[config.mk]
export PLATFORM = sky130hd
export DESIGN_NAME = shared_array_dual_queue_top
export DESIGN_NICKNAME = d
export VERILOG_FILES = /design/src/design/sadq_pkg.sv /design/src/design/sadq_ram.sv /design/src/design/sadq_ptr.sv /design/src/design/shared_array_dual_queue_top.sv
export VERILOG_INCLUDE_DIRS = /design/src /design/src/design
export SDC_FILE = /design/constraint.sdc
export NUM_CORES = 1
export LEC_CHECK = 0
export ABC_AREA = 0
export BUFFER_PORTS_ARGS = -buffer_cell sky130_fd_sc_hd__buf_4
export CORE_MARGIN = 2
export CORE_UTILIZATION = 34
export CTS_BUF_LIST = sky130_fd_sc_hd__clkbuf_8
export DETAILED_ROUTE_END_ITERATION = 6
export PLACE_DENSITY_LB_ADDON = 0.25
export SYNTH_ARGS = -nofsm -noshare
export SYNTH_HDL_FRONTEND = slang
export SYNTH_SLANG_ARGS = --single-unit
[constraint.sdc]
create_clock -name clk_i -period 4.08 [get_ports clk_i]
set_clock_uncertainty 0.1 [all_clocks]
set_input_delay 0.408 -clock clk_i [delete_from_list [all_inputs] [get_ports clk_i]]
set_output_delay 0.408 -clock clk_i [all_outputs]
set_load 0.01 [all_outputs]
[src/design/assert_macros.svh]
// Assertion macros shared by the queue RTL.
// Depends on clk_i and rst_ni in the including module.
`ifndef ASSERT_MACROS_SVH
`define ASSERT_MACROS_SVH

// Clocked check, off while reset is asserted.
`define SADQ_ASSERT(label, prop, msg) \
  label: assert property (@(posedge clk_i) disable iff (!rst_ni) prop) else $error(msg);

// Clocked check that also holds during reset.
`define SADQ_ASSERT_ALWAYS(label, prop, msg) \
  label: assert property (@(posedge clk_i) prop) else $error(msg);

`endif

[src/design/sadq_pkg.sv]
// Types and constants for the shared-array dual queue.
// Used by sadq_ptr and shared_array_dual_queue_top.
package sadq_pkg;

  localparam int unsigned DefDepth     = 8;
  localparam int unsigned DefDataWidth = 32;
  localparam int unsigned FieldW       = 32;
  localparam int unsigned ModeW        = 2;
  localparam int unsigned StatusW      = 2;

  typedef enum logic [ModeW-1:0] {
    MODE_PUSH_L = 2'd0,
    MODE_PUSH_R = 2'd1,
    MODE_POP    = 2'd2,
    MODE_NONE   = 2'd3
  } mode_e;

  typedef enum logic [StatusW-1:0] {
    ST_OK        = 2'd0,
    ST_OVERFLOW  = 2'd1,
    ST_UNDERFLOW = 2'd2,
    ST_RSVD      = 2'd3
  } status_e;

  typedef struct packed {
    status_e status;
    logic    pop_ok;
  } sadq_res_t;

  typedef struct packed {
    logic full;
    logic l_empty;
    logic r_empty;
  } sadq_flags_t;

endpackage

[src/design/sadq_ram.sv]
// Generic single-write, single-read RAM with registered read data.
// No dependencies.
module sadq_ram #(
  parameter int unsigned WIDTH = 32,
  parameter int unsigned DEPTH = 8,
  localparam int unsigned AW   = (DEPTH > 1) ? $clog2(DEPTH) : 1
) (
  input  logic             clk_i,
  input  logic             we_i,
  input  logic [AW-1:0]    waddr_i,
  input  logic [WIDTH-1:0] wdata_i,
  input  logic             re_i,
  input  logic [AW-1:0]    raddr_i,
  output logic [WIDTH-1:0] rdata_o
);

  logic [WIDTH-1:0] mem_q [DEPTH];
  logic [WIDTH-1:0] rdata_q;

  always_ff @(posedge clk_i) begin
    if (we_i) begin
      mem_q[waddr_i] <= wdata_i;
    end
    if (re_i) begin
      rdata_q <= mem_q[raddr_i];
    end
  end

  assign rdata_o = rdata_q;

endmodule

[src/design/sadq_ptr.sv]
// Head and tail pointers of both queues, full/empty decode and RAM addressing.
// Depends on sadq_pkg.
module sadq_ptr #(
  parameter int unsigned DEPTH = sadq_pkg::DefDepth,
  localparam int unsigned AW   = (DEPTH > 1) ? $clog2(DEPTH) : 1,
  localparam int unsigned PW   = $clog2(DEPTH + 1)
) (
  input  logic                 clk_i,
  input  logic                 rst_ni,
  input  logic                 acc_i,
  input  sadq_pkg::mode_e      mode_i,
  output logic                 we_o,
  output logic [AW-1:0]        waddr_o,
  output logic                 re_o,
  output logic [AW-1:0]        raddr_o,
  output sadq_pkg::sadq_res_t  res_o,
  output sadq_pkg::sadq_flags_t flags_o
);
  import sadq_pkg::*;

  localparam logic [PW-1:0] PtrTop  = PW'(DEPTH);
  localparam logic [AW-1:0] HeadTop = AW'(DEPTH - 1);

  logic [PW-1:0] lend_q, lend_d, rtail_q, rtail_d;
  logic [AW-1:0] lhead_q, lhead_d, rhead_q, rhead_d;
  logic          full, l_empty, r_empty;
  logic [PW-1:0] rtail_m1;

  assign full     = (lend_q == rtail_q);
  assign l_empty  = (lend_q == '0);
  assign r_empty  = (rtail_q == PtrTop);
  assign rtail_m1 = rtail_q - PW'(1);

  always_comb begin
    lend_d        = lend_q;
    lhead_d       = lhead_q;
    rtail_d       = rtail_q;
    rhead_d       = rhead_q;
    we_o          = 1'b0;
    waddr_o       = lend_q[AW-1:0];
    re_o          = 1'b0;
    raddr_o       = lhead_q;
    res_o.status  = ST_OK;
    res_o.pop_ok  = 1'b0;
    unique case (mode_i)
      MODE_PUSH_L: begin
        if (full) begin
          res_o.status = ST_OVERFLOW;
        end else begin
          we_o    = acc_i;
          waddr_o = lend_q[AW-1:0];
          lend_d  = lend_q + PW'(1);
        end
      end
      MODE_PUSH_R: begin
        if (full) begin
          res_o.status = ST_OVERFLOW;
        end else begin
          we_o    = acc_i;
          waddr_o = rtail_m1[AW-1:0];
          rtail_d = rtail_m1;
        end
      end
      MODE_POP: begin
        if (!l_empty) begin
          re_o         = acc_i;
          raddr_o      = lhead_q;
          res_o.pop_ok = 1'b1;
          if (PW'(lhead_q) + PW'(1) == lend_q) begin
            lend_d  = '0;
            lhead_d = '0;
          end else begin
            lhead_d = lhead_q + AW'(1);
          end
        end else if (!r_empty) begin
          re_o         = acc_i;
          raddr_o      = rhead_q;
          res_o.pop_ok = 1'b1;
          if (PW'(rhead_q) == rtail_q) begin
            rtail_d = PtrTop;
            rhead_d = HeadTop;
          end else begin
            rhead_d = rhead_q - AW'(1);
          end
        end else begin
          res_o.status = ST_UNDERFLOW;
        end
      end
      default: begin
      end
    endcase
  end

  always_ff @(posedge clk_i or negedge rst_ni) begin
    if (!rst_ni) begin
      lend_q  <= '0;
      lhead_q <= '0;
      rtail_q <= PtrTop;
      rhead_q <= HeadTop;
    end else if (acc_i) begin
      lend_q  <= lend_d;
      lhead_q <= lhead_d;
      rtail_q <= rtail_d;
      rhead_q <= rhead_d;
    end
  end

  assign flags_o.full    = full;
  assign flags_o.l_empty = l_empty;
  assign flags_o.r_empty = r_empty;

endmodule

[src/design/shared_array_dual_queue_top.sv]
// Top level of the shared-array dual queue: pointer unit, slot RAM, result stages.
// Depends on sadq_pkg, sadq_ptr, sadq_ram and assert_macros.svh.
//
//   channel | handshake                   | payload
//   in      | in_valid_i / in_stall_o     | mode_i, push_data_i
//   out     | out_valid_o / out_stall_i   | pop_data_o, status_o
//
// One transfer in per cycle while in_stall_o is low; its result is registered in the
// read port of the slot RAM and then in the output register before it leaves.
// Reset empties both queues at once; slot contents are not cleared.
// A stalled output holds, and one more transfer is taken into the middle stage
// before in_stall_o rises.
module shared_array_dual_queue_top #(
  parameter int unsigned DEPTH      = sadq_pkg::DefDepth,
  parameter int unsigned DATA_WIDTH = sadq_pkg::DefDataWidth
) (
  input  logic                        clk_i,
  input  logic                        rst_ni,
  input  logic                        in_valid_i,
  output logic                        in_stall_o,
  input  logic [sadq_pkg::ModeW-1:0]  mode_i,
  input  logic signed [sadq_pkg::FieldW-1:0] push_data_i,
  output logic                        out_valid_o,
  input  logic                        out_stall_i,
  output logic signed [sadq_pkg::FieldW-1:0] pop_data_o,
  output logic [sadq_pkg::StatusW-1:0] status_o
);
  import sadq_pkg::*;
`include "assert_macros.svh"

  localparam int unsigned AW   = (DEPTH > 1) ? $clog2(DEPTH) : 1;
  localparam int unsigned WideW = (DATA_WIDTH > FieldW) ? DATA_WIDTH : FieldW;

  logic                  in_acc, s1_adv;
  logic                  s1_valid_q, s1_valid_d;
  sadq_res_t             s1_res_q, res;
  sadq_flags_t           flags;
  logic                  out_valid_q, out_valid_d;
  status_e               out_status_q;
  logic [FieldW-1:0]     out_data_q;
  logic                  we, re;
  logic [AW-1:0]         waddr, raddr;
  logic [WideW-1:0]      wdata_wide, rdata_wide;
  logic [DATA_WIDTH-1:0] rdata;
  logic                  push_op, pop_op, both_empty, s1_ovf, s1_unf;

  assign s1_adv     = s1_valid_q && !(out_valid_q && out_stall_i);
  assign in_stall_o = s1_valid_q && !s1_adv;
  assign in_acc     = in_valid_i && !in_stall_o;

  sadq_ptr #(
    .DEPTH(DEPTH)
  ) u_ptr (
    .clk_i  (clk_i),
    .rst_ni (rst_ni),
    .acc_i  (in_acc),
    .mode_i (mode_e'(mode_i)),
    .we_o   (we),
    .waddr_o(waddr),
    .re_o   (re),
    .raddr_o(raddr),
    .res_o  (res),
    .flags_o(flags)
  );

  assign wdata_wide = WideW'($unsigned(push_data_i));

  sadq_ram #(
    .WIDTH(DATA_WIDTH),
    .DEPTH(DEPTH)
  ) u_ram (
    .clk_i  (clk_i),
    .we_i   (we),
    .waddr_i(waddr),
    .wdata_i(wdata_wide[DATA_WIDTH-1:0]),
    .re_i   (re),
    .raddr_i(raddr),
    .rdata_o(rdata)
  );

  assign rdata_wide  = WideW'(rdata);
  assign s1_valid_d  = in_acc || (s1_valid_q && !s1_adv);
  assign out_valid_d = s1_adv || (out_valid_q && out_stall_i);

  always_ff @(posedge clk_i or negedge rst_ni) begin
    if (!rst_ni) begin
      s1_valid_q  <= 1'b0;
      out_valid_q <= 1'b0;
    end else begin
      s1_valid_q  <= s1_valid_d;
      out_valid_q <= out_valid_d;
    end
  end

  always_ff @(posedge clk_i) begin
    if (in_acc) begin
      s1_res_q <= res;
    end
    if (s1_adv) begin
      out_status_q <= s1_res_q.status;
      out_data_q   <= s1_res_q.pop_ok ? rdata_wide[FieldW-1:0] : '0;
    end
  end

  assign out_valid_o = out_valid_q;
  assign pop_data_o  = $signed(out_data_q);
  assign status_o    = out_status_q;

  assign push_op    = (mode_e'(mode_i) == MODE_PUSH_L) || (mode_e'(mode_i) == MODE_PUSH_R);
  assign pop_op     = (mode_e'(mode_i) == MODE_POP);
  assign both_empty = flags.l_empty && flags.r_empty;
  assign s1_ovf     = s1_valid_q && (s1_res_q.status == ST_OVERFLOW);
  assign s1_unf     = s1_valid_q && (s1_res_q.status == ST_UNDERFLOW) && !s1_res_q.pop_ok;

  `SADQ_ASSERT(a_full_not_empty, !(flags.full && both_empty), "full with both queues empty")
  `SADQ_ASSERT(a_ovf, (in_acc && flags.full && push_op) |=> s1_ovf, "overflow not flagged")
  `SADQ_ASSERT(a_unf, (in_acc && both_empty && pop_op) |=> s1_unf, "underflow not flagged")

endmodule

# Yosys cells after proc, flatten, opt, wreduce, memory -nomap -nowiden
# Memories as Yosys holds them, arrays and structs flattened. A register that Yosys moved wholly into a read port is not among the register bits.
# Index checks and enable logic that the tools add are counted.
# totals
register_bits	53
mem_bits_rw	256
output_inout_bits	36
n_memories	1
# op_classes
add_sub_neg	5
n_eq_ne	13
mux	29
bitwise_logic	2
reduce_logical	18
# memory_table
name	depth	width	read_ports	rd_clocked_by_memory_dff	wr	line	source
u_ram.mem_q	8	32	1	1	1	sadq_ram.sv:17	logic [WIDTH-1:0] mem_q [DEPTH];
# ops
cell	count
$mux 4	7
$mux 3	7
$pmux 4 s2	2
$mux 1	10
$eq 4x4->1	2
$ne 2x2->1 const B	4
$ne 2x1->1 const B	3
$reduce_and 6->1	1
$reduce_and 5->1	1
$add 3x1->4 const B	1
$add 4x1->4 const B	1
$eq 3x4->1	1
$eq 4x4->1 const B	1
$logic_and 1x1->1	4
$logic_not 4->1	1
$mux 2	2
$pmux 2 s2	1
$reduce_and 4->1	1
$reduce_bool 2->1	2
$sub 4x1->4 const B	1
$add 3x1->3 const B	1
$logic_not 1->1	3
$reduce_and 3->1	1
$sub 3x1->3 const B	1
6 further kinds	8

# Depth between registers and ports, before layout
# depth
depth_word	11
mapped_depth	11
ltp_nobuf	7

# Cells and area by module
# From an unflattened synthesis, not the netlist that was laid out.
# unflattened
cells_unflattened	615
area_unflattened_um2	13347.8
# by_module_without_submodules
mod	instances	cells_each	area_per_inst_um2	seq_area_each_um2
sadq_ram	1	415	10786.6	8648.3
shared_array_dual_queue_top	1	80	1452.6	1161.1
sadq_ptr	1	120	1108.6	355.3

# Least setup slack after synthesis
# No wires, ideal clock.
# synth_timing
kind	register -> register
from	register out_valid_q, in the netlist out_valid_o
to	register out_data_q[0], in the netlist pop_data_o[0] (enable)
setup_ns	0.477
arrival_time_ns	2.962
slack_ns	0.541
stages_incl_launch_ff	2
n_path_buf	0
path_cell_list	dfrtp_1 > a21boi_0
# synth_via
elab_chain_len	3
# synth_rtl
element	line	source
from (decl)	shared_array_dual_queue_top.sv:38	logic out_valid_q, out_valid_d;
from (signal assigned)	shared_array_dual_queue_top.sv:91	out_valid_q <= out_valid_d;
$logic_and 1x1->1	shared_array_dual_queue_top.sv:47	assign s1_adv = s1_valid_q && !(out_valid_q && out_stall_i);
$logic_not 1->1	shared_array_dual_queue_top.sv:47	
$logic_and 1x1->1	shared_array_dual_queue_top.sv:47	
net s1_adv	shared_array_dual_queue_top.sv:34	logic in_acc, s1_adv;
to (signal assigned)	shared_array_dual_queue_top.sv:101	out_data_q <= s1_res_q.pop_ok ? rdata_wide[FieldW-1:0] : '0;
to (decl)	shared_array_dual_queue_top.sv:40	logic [FieldW-1:0] out_data_q;
# The timed path passes the listed nets, and every way through them passes these cells.
# A chain may end at the register's enable or synchronous reset.

# Final worst setup path
# layout_timing
from	register u_ptr.rtail_q[0]
to	register u_ram.rdata_q[0], in the netlist u_ram.rdata_o[0] (read register of u_ram.mem_q), data pin
# layout_via
elab_chain_len	4
elab_cells_between_ends	7
cone_classes	eq/ne: 1; mux: 6
# layout_rtl
element	line	source
from (decl)	sadq_ptr.sv:24	logic [PW-1:0] lend_q, lend_d, rtail_q, rtail_d;
from (signal assigned)	sadq_ptr.sv:98	rtail_q <= PtrTop;
from (signal assigned)	sadq_ptr.sv:103	rtail_q <= rtail_d;
$eq 4x4->1 (*)	sadq_ptr.sv:31	assign r_empty = (rtail_q == PtrTop);
$mux 3 / $mux 1 (equally long branches)	sadq_ptr.sv:75	end else if (!r_empty) begin
$mux 3 / $mux 1 (equally long branches)	sadq_ptr.sv:65	if (!l_empty) begin
$mux 3 / $mux 1 (equally long branches)	sadq_ptr.sv:45	unique case (mode_i)
to (decl)	sadq_ram.sv:18	logic [WIDTH-1:0] rdata_q;
# Mark *: on every way between the ends. The rest lies on a longest branch, timed or not.

==> results.toml <==
[outcome]
status = "finished, final reports clean"

[clock_network]
cts.sinks = 341
cts_buffers = 56
cts_tree = "built"
worstSkewPairLatency_ps = 650
cts-htree-levels = 2
clkTransAtPathRegs_ps = 60
root_buffer = "clkbuf_8"
cts-resized-gates = 0
clk_path_buf_depth = 3

[floorplanning]
dieArea_sq_mm = 0.04778
top_level_ports = 74
coreArea_sq_mm = 0.04538
rows = 78
fp.dieW_um = 218.6
start_util = 0.3450
die_h_um = 218.6

[drt]
totalWireLength_um = 40220
vias = 10661
drtAntennaViolNets = 0
drc = 0
vias_per_cell = 5.091
first_iter_violations = 752
drt_first_pass_iters = 5
routedWlPerCell_um = 19.21

[synthesis]
yosys_warnings = 0
synth_edf_count = 325
async_flop_share = 0.04692
ys_types = 55
synth.avg_cell_area_sq_um = 11.60
synth_top_area_cell = "edfxtp_1"
ys_seq_elements = 341
syn_area_sq_mm = 0.01566
syn-num-nets = 1396
yosysSeqAreaShare = 0.6493
synthCells = 1349
synth.area.top_cells = "edfxtp_1 62%, nand2_1 7.4%, a21oi_1 6.2%"
ys.flop_type = "edfxtp_1"
synth_largest_type_area_fraction = 0.6234

[timing]
min_period_over_period = 0.8003
tightest_slew_ps = 957.5
rsz0062_at_grt = "false"
finalSetupViolCount = 0
worst_hold_slack_ps = 99.37
max_freq_mhz = 306.3
hold_viol_final = 0
min_period_ps = 3265
finalSetupTns_ps = 0
slew_headroom = 0.3607
slew_violations = 0

[cells_and_area]
area_growth_pct = 17.18
n_fill_cell = 4263
instances_no_fill = 2094
final_area_sq_mm = 0.01835
final_nets = 1494
drive_gt1_frac = 0.1507

[global_route]
met2_usage = 0.2958
busiest_layer = "met2"
grt_pass1_vias = 10880
grt_max_degree = 195
grt_use_total = 0.1712
grt_pass1_wl_um = 62090
met3_usage = 0.02951
overflow = 0
antenna_found_initial = 2
met1_usage = 0.2098

[critical_path]
cp.required_ps = 4370
endpoint_kind = "flip-flop"
crit_path_start_kind = "flip-flop"
critical_path_class = "reg2reg"
worstPathMaxFanout = 99
arrival_ps = 3560
r2r_cells = 9

[placement]
gp_congestion = 0.7972
dp_hpwl_um = 20760
placed_cell_area_sq_mm = 0.01696
dp_cells = 1953
io_buffers = 73

[power]
finalPower_mw = 11.30
power_density_mw_per_mm2 = 615.9
p_leak_nw = 6.436
ir_worst_vdd_uv = 343.1

[run]
drv_cap = 0

[hold_path]
hold_class = "in2async"
## per-layer routing
layer	vias to the layer above	routed length [um]
li1	5046	-
met1	5223	17190
met2	298	19740
met3	92	2000
met4	2	1284
met5	-	13
## critical path: stages (launching register included)
cell and delay, ps:
dfrtp_1 460, inv_1 110, ha_1 180, nand3b_1 210, and3_4 270, buf_12 210, a31oi_4 270, buf_4 490
nor3_1 140, a2111oi_0 410
## report_power, final
part / total (mW) / internal, mW / switching (mW)
registers: 4.55 / 4.28 / 0.277
logic: 3.99 / 1.55 / 2.44
clock network: 2.76 / 1.37 / 1.39
total: 11.3 / 7.20 / 4.10
## layout make-up
cell class / instances / area, sq um / share of cell area
Clock buffer: 57 / 784.5 / 0.04276
Clock inverter: 47 / 234.0 / 0.01275
Antenna cell: 1 / 2.502 / 0.0001364
Timing Repair Buffer: 132 / 1169 / 0.06370
Inverter: 13 / 48.80 / 0.002660
Multi-Input combinational cell: 903 / 5184 / 0.2826
Tap cell: 600 / 750.7 / 0.04092
Sequential cell: 341 / 10170 / 0.5545
## per-stage QoR
step,utilization,setup slack (ps)
after floorplan,-,540.6
after detailed placement,0.3738,809.8
final,0.4042,814.8
after global routing,0.4042,734.4
after global placement,0.3738,858.2
after CTS,0.4042,902.5
## placed cells by master, fill, tap and decap left out, types with 11 or more instances in the layout
cell and n:
edfxtp_1 325, nand2_1 307, a21oi_1 194, nand2b_1 100, nor3_1 97, buf_4 89
clkbuf_8 57, and2_1 38, mux2i_1 36, dlygate4sd3_1 36, inv_1 31, a2111oi_2 30
clkinv_1 16, nor2_1 13, dfrtp_1 11
## synth_stat cells, types with 4 or more instances
library cell  count
dfstp_2           4
a2111oi_2        30
nand3_1           8
mux2i_1          38
o21ai_0           8
nor3_1           97
buf_2            11
nor2_1           22
nand2b_1        100
a21oi_1         194
inv_1            12
edfxtp_1        325
xnor2_1           8
buf_1            10
nand2_1         308
and2_1           38
clkbuf_1         65
dfrtp_1          12
ha_1              9
## cell families after synthesis
family	share of synthesized area
flip-flops	0.6493
buffers and inverters	0.02805
adder cells (fa/ha/maj)	0.007193
AO/OA/AOI/OAI	0.1066
XOR/XNOR	0.007673
multiplexers	0.02645
AND/OR/NAND/NOR	0.1747
## timing repair
action / CTS / global route
hold buffers: 36 / 0
endpoints found under the hold margin: 274 / 0
buffers inserted: 0 / 0
## final timing paths
kind / startpoint / end / slack, ps
max: u_ptr.rtail_q[0] / u_ram.rdata_o[0] / 810
min: rst_ni / u_ptr.lend_q[0] / 100
max reg2reg: u_ptr.rtail_q[0] / u_ram.rdata_o[0] / 810
min in group clk_i: mode_i[1] / s1_res_q[1] / 140
min reg2reg: s1_res_q[2] / status_o[1] / 320
max in group asynchronous: rst_ni / u_ptr.rhead_q[2] / 3520
## registers in the layout (all words and copies together) (netlist names)
signal,flops
out_valid_o,1
pop_data_o,32
u_ram.rdata_o,32
u_ptr.rtail_q,4
u_ram.mem_q,256
u_ptr.lhead_q,3
status_o,2
s1_valid_q,1
u_ptr.lend_q,4
u_ptr.rhead_q,3
s1_res_q,3
Power figures use the tool's default switching activity.
